--- src/rtl/u8bmp_pkg.sv ---
`timescale 1ns / 1ps
// ----------------------------------------------------------------------------
// u8bmp_pkg
// Shared types and constants of the UTF-8 to BMP decoder.
// ----------------------------------------------------------------------------
package u8bmp_pkg;

  // field widths
  localparam int unsigned BYTE_W   = 8;
  localparam int unsigned CODE_W   = 16;
  localparam int unsigned STATUS_W = 2;
  localparam int unsigned CFG_IDX_W = 1;

  // result status codes
  localparam logic [STATUS_W-1:0] ST_VALID   = 2'd0;
  localparam logic [STATUS_W-1:0] ST_BAD     = 2'd1;
  localparam logic [STATUS_W-1:0] ST_UNKNOWN = 2'd2;

  // configuration register indexes
  localparam logic [CFG_IDX_W-1:0] CFG_ERR_CODE = 1'b0;
  localparam logic [CFG_IDX_W-1:0] CFG_UNK_CODE = 1'b1;

  // configuration reset values
  localparam logic [CODE_W-1:0] ERR_CODE_RST = 16'hFFFD;
  localparam logic [CODE_W-1:0] UNK_CODE_RST = 16'h003F;

  // sequence lengths
  localparam logic [2:0] LEN_NONE = 3'd0;
  localparam logic [2:0] LEN_TWO  = 3'd2;
  localparam logic [2:0] LEN_THREE = 3'd3;
  localparam logic [2:0] LEN_FOUR = 3'd4;

  // code point limits
  localparam logic [CODE_W-1:0] MIN_TWO_BYTE   = 16'h0080;
  localparam logic [CODE_W-1:0] MIN_THREE_BYTE = 16'h0800;
  localparam logic [CODE_W-1:0] SURR_LO        = 16'hD800;
  localparam logic [CODE_W-1:0] SURR_HI        = 16'hDFFF;

  // open sequence state
  typedef struct packed {
    logic [2:0]        exp_len;
    logic [1:0]        held;
    logic [CODE_W-1:0] part;
  } dec_state_t;

  // results caused by one byte: bad_cnt bad codes, then an optional tail
  typedef struct packed {
    logic [1:0]          bad_cnt;
    logic                tail;
    logic [CODE_W-1:0]   tail_code;
    logic [STATUS_W-1:0] tail_status;
  } dec_run_t;

endpackage

--- src/rtl/u8bmp_stream_if.sv ---
`timescale 1ns / 1ps
// ----------------------------------------------------------------------------
// u8bmp stream interfaces
// Valid/ready channels for text bytes in and decoded codes out.
// ----------------------------------------------------------------------------
interface u8bmp_in_if;
  import u8bmp_pkg::*;

  logic              valid;
  logic              ready;
  logic [BYTE_W-1:0] text_byte;
  logic              end_of_text;

  modport source (output valid, output text_byte, output end_of_text, input ready);
  modport sink   (input valid, input text_byte, input end_of_text, output ready);
endinterface

interface u8bmp_out_if;
  import u8bmp_pkg::*;

  logic                valid;
  logic                ready;
  logic [CODE_W-1:0]   code;
  logic [STATUS_W-1:0] status;
  logic                last_of_run;

  modport source (output valid, output code, output status, output last_of_run,
                  input ready);
  modport sink   (input valid, input code, input status, input last_of_run,
                  output ready);
endinterface

--- src/rtl/u8bmp_decode.sv ---
`timescale 1ns / 1ps
// ----------------------------------------------------------------------------
// u8bmp_decode
// Single-pass byte decode: next sequence state and the run of results.
// ----------------------------------------------------------------------------
module u8bmp_decode (
  input  u8bmp_pkg::dec_state_t               state,
  input  logic [u8bmp_pkg::BYTE_W-1:0]        text_byte,
  input  logic                                end_of_text,
  input  logic [u8bmp_pkg::CODE_W-1:0]        err_code,
  input  logic [u8bmp_pkg::CODE_W-1:0]        unk_code,
  output u8bmp_pkg::dec_state_t               state_nxt,
  output u8bmp_pkg::dec_run_t                 run
);
  import u8bmp_pkg::*;

  logic              is_cont;
  logic              seq_open;
  logic              take_lead;
  logic [1:0]        held_inc;
  logic [CODE_W-1:0] cp;
  logic [5:0]        cont_bits;

  assign is_cont   = (text_byte[7:6] == 2'b10);
  assign seq_open  = (state.exp_len != LEN_NONE);
  assign cont_bits = text_byte[5:0];
  assign held_inc  = state.held + 2'd1;
  assign cp        = state.part | {10'd0, cont_bits};

  always_comb begin
    state_nxt = state;
    run       = '0;
    take_lead = 1'b1;

    // continuation or break of an open sequence
    if (seq_open) begin
      if (is_cont) begin
        take_lead = 1'b0;
        // count in three bits so a fourth byte does not wrap
        if (({1'b0, state.held} + 3'd1) == state.exp_len) begin
          run.tail = 1'b1;
          if (state.exp_len == LEN_TWO) begin
            if (cp < MIN_TWO_BYTE) begin
              run.tail_code   = unk_code;
              run.tail_status = ST_UNKNOWN;
            end else begin
              run.tail_code   = cp;
              run.tail_status = ST_VALID;
            end
          end else if (state.exp_len == LEN_THREE) begin
            if (cp < MIN_THREE_BYTE || (cp >= SURR_LO && cp <= SURR_HI)) begin
              run.tail_code   = unk_code;
              run.tail_status = ST_UNKNOWN;
            end else begin
              run.tail_code   = cp;
              run.tail_status = ST_VALID;
            end
          end else begin
            run.tail_code   = err_code;
            run.tail_status = ST_BAD;
          end
          state_nxt = '0;
        end else begin
          if (state.exp_len == LEN_THREE) begin
            state_nxt.part = state.part | {4'd0, cont_bits, 6'd0};
          end
          state_nxt.held = held_inc;
          if (end_of_text) begin
            run.bad_cnt = held_inc;
            state_nxt   = '0;
          end
        end
      end else begin
        run.bad_cnt = state.held;
        state_nxt   = '0;
      end
    end

    // byte taken as a new lead
    if (take_lead) begin
      if (text_byte == '0) begin
        // end of text, no result of its own
      end else if (text_byte[7] == 1'b0) begin
        run.tail        = 1'b1;
        run.tail_code   = {8'd0, text_byte};
        run.tail_status = ST_VALID;
      end else if (text_byte[7:5] == 3'b110) begin
        state_nxt.exp_len = LEN_TWO;
        state_nxt.held    = 2'd1;
        state_nxt.part    = {5'd0, text_byte[4:0], 6'd0};
      end else if (text_byte[7:4] == 4'b1110) begin
        state_nxt.exp_len = LEN_THREE;
        state_nxt.held    = 2'd1;
        state_nxt.part    = {text_byte[3:0], 12'd0};
      end else if (text_byte[7:3] == 5'b11110) begin
        state_nxt.exp_len = LEN_FOUR;
        state_nxt.held    = 2'd1;
        state_nxt.part    = '0;
      end else begin
        run.tail        = 1'b1;
        run.tail_code   = err_code;
        run.tail_status = ST_BAD;
      end
      // a fresh lead on the final byte is flushed at once
      if (end_of_text && state_nxt.exp_len != LEN_NONE) begin
        run.tail        = 1'b1;
        run.tail_code   = err_code;
        run.tail_status = ST_BAD;
        state_nxt       = '0;
      end
    end
  end

endmodule

--- src/rtl/utf8_to_bmp_decoder.sv ---
`timescale 1ns / 1ps
// ----------------------------------------------------------------------------
// utf8_to_bmp_decoder
// UTF-8 byte stream to 16-bit BMP codes, with configurable error codes.
// ----------------------------------------------------------------------------
// usage:
//   in_chan takes one text byte per transfer, with end_of_text on the final
//   byte; a zero byte also ends the text. out_chan gives one code per
//   transfer, with status and last_of_run marking the final code a byte
//   caused. bytes that only extend a sequence give no code.
//   cfg_we/cfg_idx/cfg_wdata write the error code (index 0) and the unknown
//   code (index 1); the user must do so only while the block is idle, which
//   the block itself does not enforce. a byte taken goes into the input
//   register, is decoded from there into the result register when that is
//   free, and its first code is offered from it. one byte per cycle while
//   each byte gives at most one code and out_chan is ready; a byte that gives
//   more codes holds the result register, drained one code per transfer.
//   an input register in front lets one byte wait while results stall.
//   reset: both channels empty, no sequence open, codes back to FFFD / 003F.
//   stall: out_chan holds its code; one more byte is taken, then in_chan
//   ready drops until the result register frees.
// ----------------------------------------------------------------------------
module utf8_to_bmp_decoder (
  input  logic                                 clk,
  input  logic                                 rst_n,
  u8bmp_in_if.sink                             in_chan,
  u8bmp_out_if.source                          out_chan,
  input  logic                                 cfg_we,
  input  logic [u8bmp_pkg::CFG_IDX_W-1:0]      cfg_idx,
  input  logic [u8bmp_pkg::CODE_W-1:0]         cfg_wdata
);
  import u8bmp_pkg::*;

  logic [CODE_W-1:0]   err_code_r;
  logic [CODE_W-1:0]   unk_code_r;

  logic                ib_vld_r;
  logic [BYTE_W-1:0]   ib_byte_r;
  logic                ib_eot_r;

  dec_state_t          st_r;
  dec_state_t          st_nxt;
  dec_run_t            dec_run;

  logic [1:0]          rn_bad_r;
  logic                rn_tail_r;
  logic [CODE_W-1:0]   rn_code_r;
  logic [STATUS_W-1:0] rn_status_r;

  logic                busy;
  logic                out_xfer;
  logic                last_beat;
  logic                run_free;
  logic                dec_go;
  logic                in_xfer;

  // configuration registers
  always_ff @(posedge clk) begin
    if (!rst_n) begin
      err_code_r <= ERR_CODE_RST;
      unk_code_r <= UNK_CODE_RST;
    end else if (cfg_we) begin
      if (cfg_idx == CFG_ERR_CODE) begin
        err_code_r <= cfg_wdata;
      end else begin
        unk_code_r <= cfg_wdata;
      end
    end
  end

  // handshake control
  assign busy      = (rn_bad_r != 2'd0) || rn_tail_r;
  assign out_xfer  = busy && out_chan.ready;
  assign last_beat = ((rn_bad_r == 2'd1) && !rn_tail_r) ||
                     ((rn_bad_r == 2'd0) && rn_tail_r);
  assign run_free  = !busy || (out_xfer && last_beat);
  assign dec_go    = ib_vld_r && run_free;
  assign in_chan.ready = !ib_vld_r || run_free;
  assign in_xfer   = in_chan.valid && in_chan.ready;

  // input register
  always_ff @(posedge clk) begin
    if (!rst_n) begin
      ib_vld_r <= 1'b0;
    end else if (in_xfer) begin
      ib_vld_r <= 1'b1;
    end else if (dec_go) begin
      ib_vld_r <= 1'b0;
    end
  end

  always_ff @(posedge clk) begin
    if (in_xfer) begin
      ib_byte_r <= in_chan.text_byte;
      ib_eot_r  <= in_chan.end_of_text;
    end
  end

  // byte decode
  u8bmp_decode u_decode (
    .state        (st_r),
    .text_byte    (ib_byte_r),
    .end_of_text  (ib_eot_r),
    .err_code     (err_code_r),
    .unk_code     (unk_code_r),
    .state_nxt    (st_nxt),
    .run          (dec_run)
  );

  // sequence state
  always_ff @(posedge clk) begin
    if (!rst_n) begin
      st_r <= '0;
    end else if (dec_go) begin
      st_r <= st_nxt;
    end
  end

  // result register, drained one code per transfer
  always_ff @(posedge clk) begin
    if (!rst_n) begin
      rn_bad_r  <= 2'd0;
      rn_tail_r <= 1'b0;
    end else if (dec_go) begin
      rn_bad_r  <= dec_run.bad_cnt;
      rn_tail_r <= dec_run.tail;
    end else if (out_xfer) begin
      if (rn_bad_r != 2'd0) begin
        rn_bad_r <= rn_bad_r - 2'd1;
      end else begin
        rn_tail_r <= 1'b0;
      end
    end
  end

  always_ff @(posedge clk) begin
    if (dec_go) begin
      rn_code_r   <= dec_run.tail_code;
      rn_status_r <= dec_run.tail_status;
    end
  end

  // output channel
  assign out_chan.valid       = busy;
  assign out_chan.code        = (rn_bad_r != 2'd0) ? err_code_r : rn_code_r;
  assign out_chan.status      = (rn_bad_r != 2'd0) ? ST_BAD : rn_status_r;
  assign out_chan.last_of_run = last_beat;

`ifndef SYNTH
  // held byte count stays inside the open sequence
  a_held_range: assert property (@(posedge clk) disable iff (!rst_n)
    (st_r.exp_len == LEN_NONE) ? (st_r.held == 2'd0)
                               : ((st_r.held != 2'd0) && ({1'b0, st_r.held} < st_r.exp_len)))
    else $error("held count out of range for open sequence");

  // only legal sequence lengths are ever open
  a_len_legal: assert property (@(posedge clk) disable iff (!rst_n)
    st_r.exp_len == LEN_NONE || st_r.exp_len == LEN_TWO ||
    st_r.exp_len == LEN_THREE || st_r.exp_len == LEN_FOUR)
    else $error("illegal open sequence length");

  // a waiting byte is not dropped while results are still pending
  a_byte_kept: assert property (@(posedge clk) disable iff (!rst_n)
    (ib_vld_r && !run_free) |=> ib_vld_r)
    else $error("waiting byte lost during result stall");

  // the last code of a run with nothing behind it empties the output
  a_run_drains: assert property (@(posedge clk) disable iff (!rst_n)
    (out_xfer && last_beat && !ib_vld_r) |=> !out_chan.valid)
    else $error("output still valid after last code of run");
`endif

endmodule

--- src/flat_wrapper.sv ---
// flat-port wrapper written by rule: the top's interface ports become plain ports
module utf8_to_bmp_decoder_flat import u8bmp_pkg::*;
  (clk, rst_n, cfg_we, cfg_idx, cfg_wdata, in_chan_valid, in_chan_text_byte, in_chan_end_of_text, in_chan_ready, out_chan_valid, out_chan_code, out_chan_status, out_chan_last_of_run, out_chan_ready);
  u8bmp_in_if in_chan_i ();
  u8bmp_out_if out_chan_i ();
  input  logic clk;
  input  logic rst_n;
  input  logic cfg_we;
  input  logic [u8bmp_pkg::CFG_IDX_W-1:0] cfg_idx;
  input  logic [u8bmp_pkg::CODE_W-1:0] cfg_wdata;
  input wire logic [$bits(in_chan_i.valid)-1:0] in_chan_valid;
  input wire logic [$bits(in_chan_i.text_byte)-1:0] in_chan_text_byte;
  input wire logic [$bits(in_chan_i.end_of_text)-1:0] in_chan_end_of_text;
  output wire logic [$bits(in_chan_i.ready)-1:0] in_chan_ready;
  output wire logic [$bits(out_chan_i.valid)-1:0] out_chan_valid;
  output wire logic [$bits(out_chan_i.code)-1:0] out_chan_code;
  output wire logic [$bits(out_chan_i.status)-1:0] out_chan_status;
  output wire logic [$bits(out_chan_i.last_of_run)-1:0] out_chan_last_of_run;
  input wire logic [$bits(out_chan_i.ready)-1:0] out_chan_ready;
  assign in_chan_i.valid = in_chan_valid;
  assign in_chan_i.text_byte = in_chan_text_byte;
  assign in_chan_i.end_of_text = in_chan_end_of_text;
  assign in_chan_ready = in_chan_i.ready;
  assign out_chan_valid = out_chan_i.valid;
  assign out_chan_code = out_chan_i.code;
  assign out_chan_status = out_chan_i.status;
  assign out_chan_last_of_run = out_chan_i.last_of_run;
  assign out_chan_i.ready = out_chan_ready;
  utf8_to_bmp_decoder u_core (.clk(clk), .rst_n(rst_n), .in_chan(in_chan_i), .out_chan(out_chan_i), .cfg_we(cfg_we), .cfg_idx(cfg_idx), .cfg_wdata(cfg_wdata));
endmodule
--- config.mk ---
export PLATFORM = sky130hd
export DESIGN_NAME = utf8_to_bmp_decoder_flat
export DESIGN_NICKNAME = d
export VERILOG_FILES = /design/src/rtl/u8bmp_pkg.sv /design/src/rtl/u8bmp_stream_if.sv /design/src/rtl/u8bmp_decode.sv /design/src/rtl/utf8_to_bmp_decoder.sv /design/src/flat_wrapper.sv
export SDC_FILE = /design/constraint.sdc
export NUM_CORES = 1
export LEC_CHECK = 0
export CAP_MARGIN = 20
export CELL_PAD_IN_SITES_DETAIL_PLACEMENT = 1
export CELL_PAD_IN_SITES_GLOBAL_PLACEMENT = 2
export CORE_UTILIZATION = 43
export CTS_BUF_LIST = sky130_fd_sc_hd__clkbuf_4
export DETAILED_ROUTE_END_ITERATION = 8
export DONT_BUFFER_PORTS = 1
export GPL_ROUTABILITY_DRIVEN = 0
export PLACE_DENSITY_LB_ADDON = 0.1
export REMOVE_ABC_BUFFERS = 1
export SYNTH_ARGS = -nofsm -noshare
export SYNTH_HDL_FRONTEND = slang
export SYNTH_SLANG_ARGS = --single-unit
--- constraint.sdc ---
create_clock -name clk -period 3.4 [get_ports clk]
set_input_delay 0.68 -clock clk [delete_from_list [all_inputs] [get_ports clk]]
set_output_delay 0.68 -clock clk [all_outputs]
set_load 0.01 [all_outputs]
==> results.ini, run 1 <==
[finish]
final_common_cell=nand2_1
diodes=0
fill_cells=1184
fin_nets=543
drive_gt1_share_pct=10.9
utilization_pct=47.2
syn_to_final_growth_pct=4.94
final_cell_mix=nand2_1 (107), dfxtp_1 (57), nor2_1 (40)

[drt]
drc=0
postRouteAntennaNets=0
met2_length_um=6530
met3_length_um=676
first_pass_iters=5
vias_per_cell=6.05
wl_per_cell_um=20.8
drt_iter0_drc=226
drt-met1-wl_um=5840
dr.max_layer_used=met4
num_vias=3912
drt-total-wl_um=13400

[power_and_ir_drop]
p_leak_nw=1.78
cellPowerDensity_nw_per_um2=472
peakVddDrop_uv=350

[logic_synthesis]
syn-instance-count=526
ys_async_sr_fraction_pct=0
synthFlopType=dfxtp_1
synth.yosys.warnings=0
synth_area_um2=4480
synthTopCellsByArea=dfxtp_1 (25%), edfxtp_1 (18%), nand2_1 (9.0%)
yosys_register_bits=84
synth_top_area_share_pct=25.5
synth_edf_count=27
ys_seq_area_share_pct=43.6
avgSynthCellArea_um2=8.52
synth_area_leader_cell=dfxtp_1
synth_cell_types=63

[global_routing]
grt.overflow.total=0
antenna_found_initial=0
grt_start_max_net_pins=41
grt_usage_pct=26.5
grt_pass1_vias=4084
grt_pass1_wl_um=22100

[sta]
rsz0062_at_grt=false
fin_hold_ws_ns=0.268
worst_pin_slew_ns=0.795
relSlewSlack_pct=47.0
slew_violations=0
max_freq_mhz=380
skew_ns=0.0239
finalCritPeriodShare_pct=77.5
layout_setup_ws_ns=0.766
finalSetupViolCount=0
finalHoldViolations=0
post-route-min-period_ns=2.63
tns_ns=0

[floorplan]
die_h_um=104
start_util_pct=45.0
design.die.area_um2=10800
fp.coreArea_um2=9950
rows=36
die_width_um=104
io_pins=52

[critical_path]
worstPathRequired_ns=2.72
crit_fanout=23
critPathCaptureType=output port
start_kind=register
cp_data_arrival_time_ns=1.95
reg2reg_depth=5
worst-setup-path-type=register to output port

[outcome]
status=finished, final reports clean

[placed_design]
port_buffers=0
post-place-ws_ns=0.974
dp_hpwl_um=9450

[worst_hold_path]
hold_path_class=primary input to register
min_path_cells=1

[clocking]
clk_latency_ns=0.48
clk_pin_slew_ns=0.14
cts_max_level=3
postCtsSetupBuffers=0
cts_made_buffers=9
cts_resized=0
clock-sinks=84
cts_tree=done
clk_path_buf_depth=2
postCtsHoldBufs=0
cts-root-buf=clkbuf_4

[job]
drv_cap=0

## worst max-delay path, stage by stage (launching register included)
cell	delay [ns]
dfxtp_1	0.39
inv_1	0.06
ha_1	0.19
buf_4	0.23
mux2_2	0.34
nand2_1	0.10
nand3_1	0.16
## cells in the mapped netlist (all sizes together) (3+ instances only)
master / number
a211o: 4
a211oi: 8
a21o: 6
a21oi: 28
a221o: 7
a22oi: 7
a2bb2oi: 4
a31oi: 9
a32o: 3
and2: 6
and3: 8
buf: 8
clkbuf: 30
dfxtp: 57
edfxtp: 27
ha: 3
inv: 7
mux2: 18
mux2i: 10
nand2: 107
nand2b: 6
nand3: 36
nand4b: 5
nor2: 42
nor2b: 5
nor3: 10
nor4: 5
o21ai: 15
o31ai: 3
o32ai: 6
or2: 6
## cells by family (layout without fill, tap and decap cells)
logic type | Yosys count | in the layout | share of synthesized area, %
buf+inv | 46 | 34 | 4.30
simple gates | 247 | 247 | 26.2
compound gates | 114 | 114 | 17.6
mux | 28 | 28 | 6.76
xor+xnor | 4 | 4 | 0.782
fa+ha+maj | 3 | 3 | 0.838
flops | 84 | 84 | 43.6
## where the power goes
part | internal (W) | total (W) | switching (W)
clock network | 0.000227 | 0.000609 | 0.000382
logic | 0.000170 | 0.000442 | 0.000272
registers | 0.00111 | 0.00117 | 0.0000626
total | 0.00150 | 0.00222 | 0.000717
## routing by layer
metal  vias to the layer above  GRT usage (%)
li1                       1868              -
met1                      1902           32.9
met2                       120           44.2
met3                        22           5.20
met4                         0           12.3
met5                         -              0
## state kept, by name, indices dropped and copies added, names as in the netlist
register,cells
u_core.err_code_r,16
u_core.ib_byte_r,8
u_core.ib_eot_r,1
u_core.ib_vld_r,1
u_core.rn_bad_r,2
u_core.rn_code_r,16
u_core.rn_status_r,2
u_core.rn_tail_r,1
u_core.st_r,21
u_core.unk_code_r,16
## final timing paths
| kind | from | end | slack (ns) |
|---|---|---|---|
| setup / recovery | u_core.rn_bad_r[0] | in_chan_ready | 0.77 |
| hold / removal | rst_n | u_core.err_code_r[4] | 0.27 |
| setup reg to reg | u_core.st_r[16] | u_core.rn_code_r[15] | 0.84 |
| hold reg to reg | u_core.st_r[3] | u_core.st_r[3] | 0.49 |
## metrics by stage
stage	area, µm²	total power (W)	instances
6_report	4700	0.00222	647
5_1_grt	4700	0.00233	647
4_1_cts	4700	0.00225	647
3_5_place_dp	4560	0.00163	631
3_3_place_gp	4560	0.00162	631
2_1_floorplan	4320	0.00150	488
## layout make-up
class / instances / area, µm² / share of cell area, %
repair buffers: 10 / 75.1 / 1.60
inverters: 8 / 30.0 / 0.638
multi-input cells: 396 / 2340 / 49.7
clock inverters: 7 / 75.1 / 1.60
clock buffers: 9 / 67.6 / 1.44
flip-flops and latches: 84 / 1950 / 41.5
well taps: 133 / 166 / 3.54
Power figures use the tool's default switching activity.
==> run 2: changes to the inputs <==
--- a/config.mk
+++ b/config.mk
@@ -8,7 +8,7 @@
 export CAP_MARGIN = 20
 export CELL_PAD_IN_SITES_DETAIL_PLACEMENT = 1
 export CELL_PAD_IN_SITES_GLOBAL_PLACEMENT = 2
-export CORE_UTILIZATION = 43
+export CORE_UTILIZATION = 40
 export CTS_BUF_LIST = sky130_fd_sc_hd__clkbuf_4
 export DETAILED_ROUTE_END_ITERATION = 8
 export DONT_BUFFER_PORTS = 1
==> constraint.sdc (replaced) <==
create_clock -name clk -period 2.55 [get_ports clk]
set_input_delay 0.51 -clock clk [delete_from_list [all_inputs] [get_ports clk]]
set_output_delay 0.51 -clock clk [all_outputs]
set_load 0.01 [all_outputs]
==> run 2 against run 1 <==
Against the previous run:
- clock skew down 0.011 ns
- non-clock buffer count grew 14
- clock power grew 21%
- sequential power up 32%
- critical path type is now register to register
- largest cell class unchanged
- highest routed layer unchanged
==> results.ini, run 2 (synthesis gave the netlist of run 1 again) <==
[finish]
drive_gt1_share_pct=14.2  ; +3.3 points
final_cell_mix=nand2_1 (106), dfxtp_1 (56), nor2_1 (40)
syn_to_final_growth_pct=7.57
diodes=0  ; unchanged
final_common_cell=nand2_1
fin_nets=557  ; +2.6%
largest_reg_flops=21  ; unchanged
final_area_um2=4820  ; +2.5%
regMostFlops=u_core.st_r
final_cells=668  ; +3.2%
fill_cells=1310  ; +11%

[critical_path]
worst_path_max_delay_cell=or4_4
start_kind=register
path_cells=or4_4 > or3_1 > nor2_1 > o21ai_1 > a221o_1
reg2reg_depth=5  ; unchanged
critPathCaptureType=register
cp_num_buf_inv=0  ; -2
critical_path.top_delay_family=simple AND/OR/NAND/NOR gates
cp_data_arrival_time_ns=2.67  ; +0.72 ns
critical_path_depth=5  ; -1
worst-setup-path-type=register to register
max_stage_delay_ns=0.60  ; +0.21 ns
crit_fanout=10  ; -57%
worstPathRequired_ns=2.81  ; +0.09 ns

[clocking]
cts-root-buf=clkbuf_4
cts_max_level=3  ; unchanged
cts_made_buffers=9  ; unchanged
clock-sinks=84  ; unchanged
cts_tree=done
clk_path_buf_depth=2  ; unchanged
clk_pin_slew_ns=0.15  ; about the same
postCtsSetupBuffers=0  ; unchanged
clk_latency_ns=0.48  ; about the same

[drt]
drt-total-wl_um=14100  ; +4.6%
first_pass_iters=4  ; -1
postRouteAntennaNets=0  ; unchanged
wl_per_cell_um=21.1  ; +1.3%
vias_per_cell=5.95  ; -1.6%
drc=0  ; unchanged
drt_iter0_drc=209  ; -7.5%
num_vias=3974  ; +1.6%

[floorplan]
rows=38  ; +5.6%
fp.coreArea_um2=10900  ; +9.4%
io_pins=52  ; unchanged
design.die.area_um2=11600  ; +7.4%
die_width_um=108  ; +3.6%
die_h_um=108  ; +3.6%
start_util_pct=41.2  ; -3.9 points

[global_routing]
grt_pass1_wl_um=22200  ; +0.15%
grt.overflow.total=0  ; unchanged
grt_start_max_net_pins=41  ; unchanged
grt_pass1_vias=4080  ; -0.098%
grt_usage_pct=25.9  ; -0.62 points
antenna_found_initial=0  ; unchanged

[sta]
max_freq_mhz=414
layout_setup_ws_ns=0.132  ; -0.634 ns
slew_violations=0  ; unchanged
relSlewSlack_pct=40.2  ; -6.8 points
tns_ns=0  ; unchanged
finalCritPeriodShare_pct=94.8
skew_ns=0.0131  ; -0.0108 ns
post-route-min-period_ns=2.42
worst_pin_slew_ns=0.890  ; +0.0949 ns
finalHoldViolations=0  ; unchanged
finalSetupViolCount=0  ; unchanged
rsz0062_at_grt=false

[power_and_ir_drop]
peakVddDrop_uv=358  ; +2.2%
p_total_w=0.00293  ; +32%
swShare_pct=33.6  ; +1.3 points
p_leak_nw=1.85  ; +4.0%
power.internal_w=0.00195  ; +29%
pwr-share-seq_pct=53.0  ; +0.3 points
cellPowerDensity_nw_per_um2=608  ; +29%
power.share.clock_pct=25.1  ; -2.3 points
p_comb_share_pct=21.9  ; +2.0 points
power_switching_w=0.000985  ; +37%

[placed_design]
dpl-instance-area_um2=4670  ; +2.5%
post-place-ws_ns=0.0689  ; -0.905 ns
place_inst=652  ; +3.3%
port_buffers=0  ; unchanged
dp_hpwl_um=10200  ; +7.6%

[worst_hold_path]
hold_path_class=primary input to register
min_path_cells=1  ; unchanged

[outcome]
status=finished, final reports clean

[job]
drv_cap=0  ; unchanged

==> run 2: power by group through the flow <==
stage	Combinational (W)	Sequential (W)	Clock [W]
after CTS	0.000640	0.00155	0.000777
final	0.000640	0.00155	0.000736
after global placement	0.000623	0.00158	0
after detailed placement	0.000637	0.00158	0
after global routing	0.000701	0.00157	0.000826
after floorplan	0.000438	0.00156	0
==> run 2: path summary, 6_finish.rpt <==
check	startpoint	endpoint	slack [ns]
setup / recovery	u_core.st_r[15]	u_core.rn_code_r[3]	0.13
hold / removal	rst_n	u_core.err_code_r[10]	0.11
setup reg to reg	u_core.st_r[15]	u_core.rn_code_r[3]	0.13
hold reg to reg	u_core.unk_code_r[6]	u_core.unk_code_r[6]	0.49
==> run 2: layout make-up <==
cell class | instances | area (µm²) | share of cell area (%)
multi-input combinational | 396 | 2350 | 48.8
tap | 140 | 175 | 3.63
sequential | 84 | 1950 | 40.5
timing repair buffer | 24 | 184 | 3.82
clock inverter | 7 | 58.8 | 1.22
inverter | 8 | 30.0 | 0.623
clock buffer | 9 | 67.6 | 1.40
==> run 2: through the flow <==
step	utilization (%)	hold slack, ns
final	44.3	0.111
after global routing	44.3	0.0610
after CTS	44.1	0.0557
after detailed placement	42.9	0.462
after global placement	42.9	0.460
after floorplan	-	0.436
==> run 2: layer usage <==
layer	GRT usage (%)	up-vias	share of wire (%)
li1	-	1897	-
met1	31.3	1938	45
met2	43.3	102	47
met3	6.17	37	4.2
met4	11.9	0	3.8
met5	0	-	0
==> run 2: repair_timing <==
action,CTS,global route
setup endpoints to repair,0,11
gates resized for setup,0,6
hold buffers,0,0
==> run 3: changes to the inputs <==
--- a/config.mk
+++ b/config.mk
@@ -14,6 +14,7 @@
 export DONT_BUFFER_PORTS = 1
 export GPL_ROUTABILITY_DRIVEN = 0
 export PLACE_DENSITY_LB_ADDON = 0.1
+export RECOVER_POWER = 100
 export REMOVE_ABC_BUFFERS = 1
 export SYNTH_ARGS = -nofsm -noshare
 export SYNTH_HDL_FRONTEND = slang
==> run 3 against run 2 <==
Against the previous run:
- sequential power about the same
- worst hold slack got worse by 0.0059 ns
- register-to-register slack got worse by 0.06 ns
- clock power increased by 0.7%
- global-route usage is the same
- combinational power fell by 4.2%
- maximum frequency fell by 2.4%
- power decreased by 0.74%
- clock skew barely moved
- cell area shrank 0.54%
- critical path type unchanged
- largest cell class unchanged
==> results.ini, run 3 (synthesis gave the netlist of run 1 again) <==
[drt]
vias_per_cell=5.96  ; +0.20%
num_vias=3982  ; +0.20%
drt-total-wl_um=14200  ; +0.59%
drc=0  ; unchanged
postRouteAntennaNets=0  ; unchanged
drt_iter0_drc=199  ; -4.8%
first_pass_iters=4  ; unchanged
wl_per_cell_um=21.2  ; +0.59%

[critical_path]
crit_path_end=u_core.rn_code_r[3]
cp_data_arrival_time_ns=2.73  ; +0.06 ns
worst-setup-path-type=register to register
reg2reg_slack_ns=0.07  ; -0.06 ns
worst_path_max_delay_cell=or4_1
rr_startpoint=u_core.st_r[15]
critPathCaptureType=register
r2r_end=u_core.rn_code_r[3]
reg2reg_depth=5  ; unchanged
worstPathRequired_ns=2.81  ; about the same
crit_fanout=10  ; unchanged
startpoint=u_core.st_r[15]
path_cells=or4_1 > or3_1 > nor2_1 > o21ai_1 > a221o_1
max_stage_delay_ns=0.64  ; +0.04 ns
start_kind=register

[global_routing]
grt.overflow.total=0  ; unchanged
met1_usage_pct=31.3  ; unchanged
grt_util_met3_pct=6.17  ; unchanged
grt_start_max_net_pins=41  ; unchanged
use_met2_pct=43.3  ; unchanged
grt_pass1_wl_um=22200  ; unchanged
antenna_found_initial=0  ; unchanged
grt_pass1_vias=4080  ; unchanged
grt_usage_pct=25.9  ; unchanged
grt_busiest_layer=met2

[power_and_ir_drop]
cellPowerDensity_nw_per_um2=607  ; -0.20%
p_leak_nw=1.83  ; -1.1%
peakVddDrop_uv=357  ; -0.14%

[placed_design]
post-place-ws_ns=0.0689  ; unchanged
port_buffers=0  ; unchanged
dp_hpwl_um=10200  ; unchanged
dpl-instance-area_um2=4670  ; unchanged

[floorplan]
die_h_um=108  ; unchanged
fp.coreArea_um2=10900  ; unchanged
start_util_pct=41.2  ; unchanged
rows=38  ; unchanged
design.die.area_um2=11600  ; unchanged
die_width_um=108  ; unchanged
io_pins=52  ; unchanged

[clocking]
cts_max_level=3  ; unchanged
clock-sinks=84  ; unchanged
cts-root-buf=clkbuf_4
clk_pin_slew_ns=0.15  ; about the same
clk_path_buf_depth=2  ; unchanged
cts_made_buffers=9  ; unchanged
cts_tree=done
postCtsSetupBuffers=0  ; unchanged
clk_latency_ns=0.48  ; about the same

[finish]
fin_nets=557  ; unchanged
final_common_cell=nand2_1
largest_reg_flops=21  ; unchanged
fill_cells=1316  ; +0.46%
final_cell_mix=nand2_1 (106), dfxtp_1 (56), nor2_1 (40)
syn_to_final_growth_pct=6.98
drive_gt1_share_pct=10.4  ; -3.8 points
diodes=0  ; unchanged
regMostFlops=u_core.st_r
final_area_um2=4790  ; -0.54%

[sta]
rsz0062_at_grt=false
layout_setup_ws_ns=0.0718  ; -0.0598 ns
slew_violations=0  ; unchanged
relSlewSlack_pct=30.9  ; -9.3 points
post-route-min-period_ns=2.48  ; +0.0598 ns
finalCritPeriodShare_pct=97.2  ; +2.3 points
finalHoldViolations=0  ; unchanged
finalSetupViolCount=0  ; unchanged
skew_ns=0.0134  ; +0.000292 ns
max_freq_mhz=404  ; -2.4%
worst_pin_slew_ns=1.04  ; +0.146 ns

[job]
drv_cap=0  ; unchanged

[worst_hold_path]
hold_path_class=primary input to register

[outcome]
status=finished, final reports clean

==> run 3: cell type report <==
class	count	area, µm²	area share, %
tap	140	175	3.65
inverter	8	30.0	0.626
sequential	84	1950	40.7
timing repair buffer	24	161	3.37
multi-input combinational	396	2350	49.0
clock buffer	9	67.6	1.41
clock inverter	7	58.8	1.23
==> run 3: what timing repair did <==
item | 4_1_cts | 5_1_grt
resized for setup | 0 | 6
hold buffers | 0 | 0
endpoints found under the setup margin | 0 | 11
==> run 3: per-stage QoR <==
stage | setup TNS [ns] | hold slack [ns] | cells | utilization [%] | total power (W)
after floorplan | -0.142 | 0.436 | 488 | - | 0.00199
after global placement | 0 | 0.460 | 652 | 42.9 | 0.00220
after detailed placement | 0 | 0.462 | 652 | 42.9 | 0.00222
after CTS | 0 | 0.0557 | 668 | 44.1 | 0.00297
after global routing | 0 | 0.0610 | 668 | 44.0 | 0.00307
final | 0 | 0.105 | 668 | 44.0 | 0.00291
==> run 3: worst min-delay path by stage <==
| stage | cells after the start | end | start |
|---|---|---|---|
| 2_1_floorplan | 2 | u_core.unk_code_r[10] | u_core.unk_code_r[10] |
| 3_3_place_gp | 2 | u_core.unk_code_r[6] | u_core.unk_code_r[6] |
| 3_5_place_dp | 1 | u_core.st_r[2] | u_core.st_r[2] |
| 4_1_cts | 1 | u_core.err_code_r[5] | rst_n |
| 5_1_grt | 1 | u_core.err_code_r[10] | rst_n |
| 6_report | 1 | u_core.err_code_r[10] | rst_n |
==> run 3: worst max-delay path: cells and delay by family (launching register included) <==
| family | cells | cell delay, ns |
|---|---|---|
| flops | 1 | 0.43 |
| compound gates | 2 | 0.42 |
| simple gates | 3 | 1.41 |
==> run 3: metal layers <==
layer / vias to the layer above / wire, µm
met2: 109 / 6720
li1: 1890 / -
met1: 1946 / 6260
met4: 0 / 504
met3: 37 / 658
met5: - / 0
==> run 3: power by group <==
| part | internal [W] | leakage, nW | switching (W) |
|---|---|---|---|
| logic | 0.000227 | 1.05 | 0.000386 |
| clock network | 0.000213 | 0.0635 | 0.000529 |
| registers | 0.00148 | 0.725 | 0.0000766 |
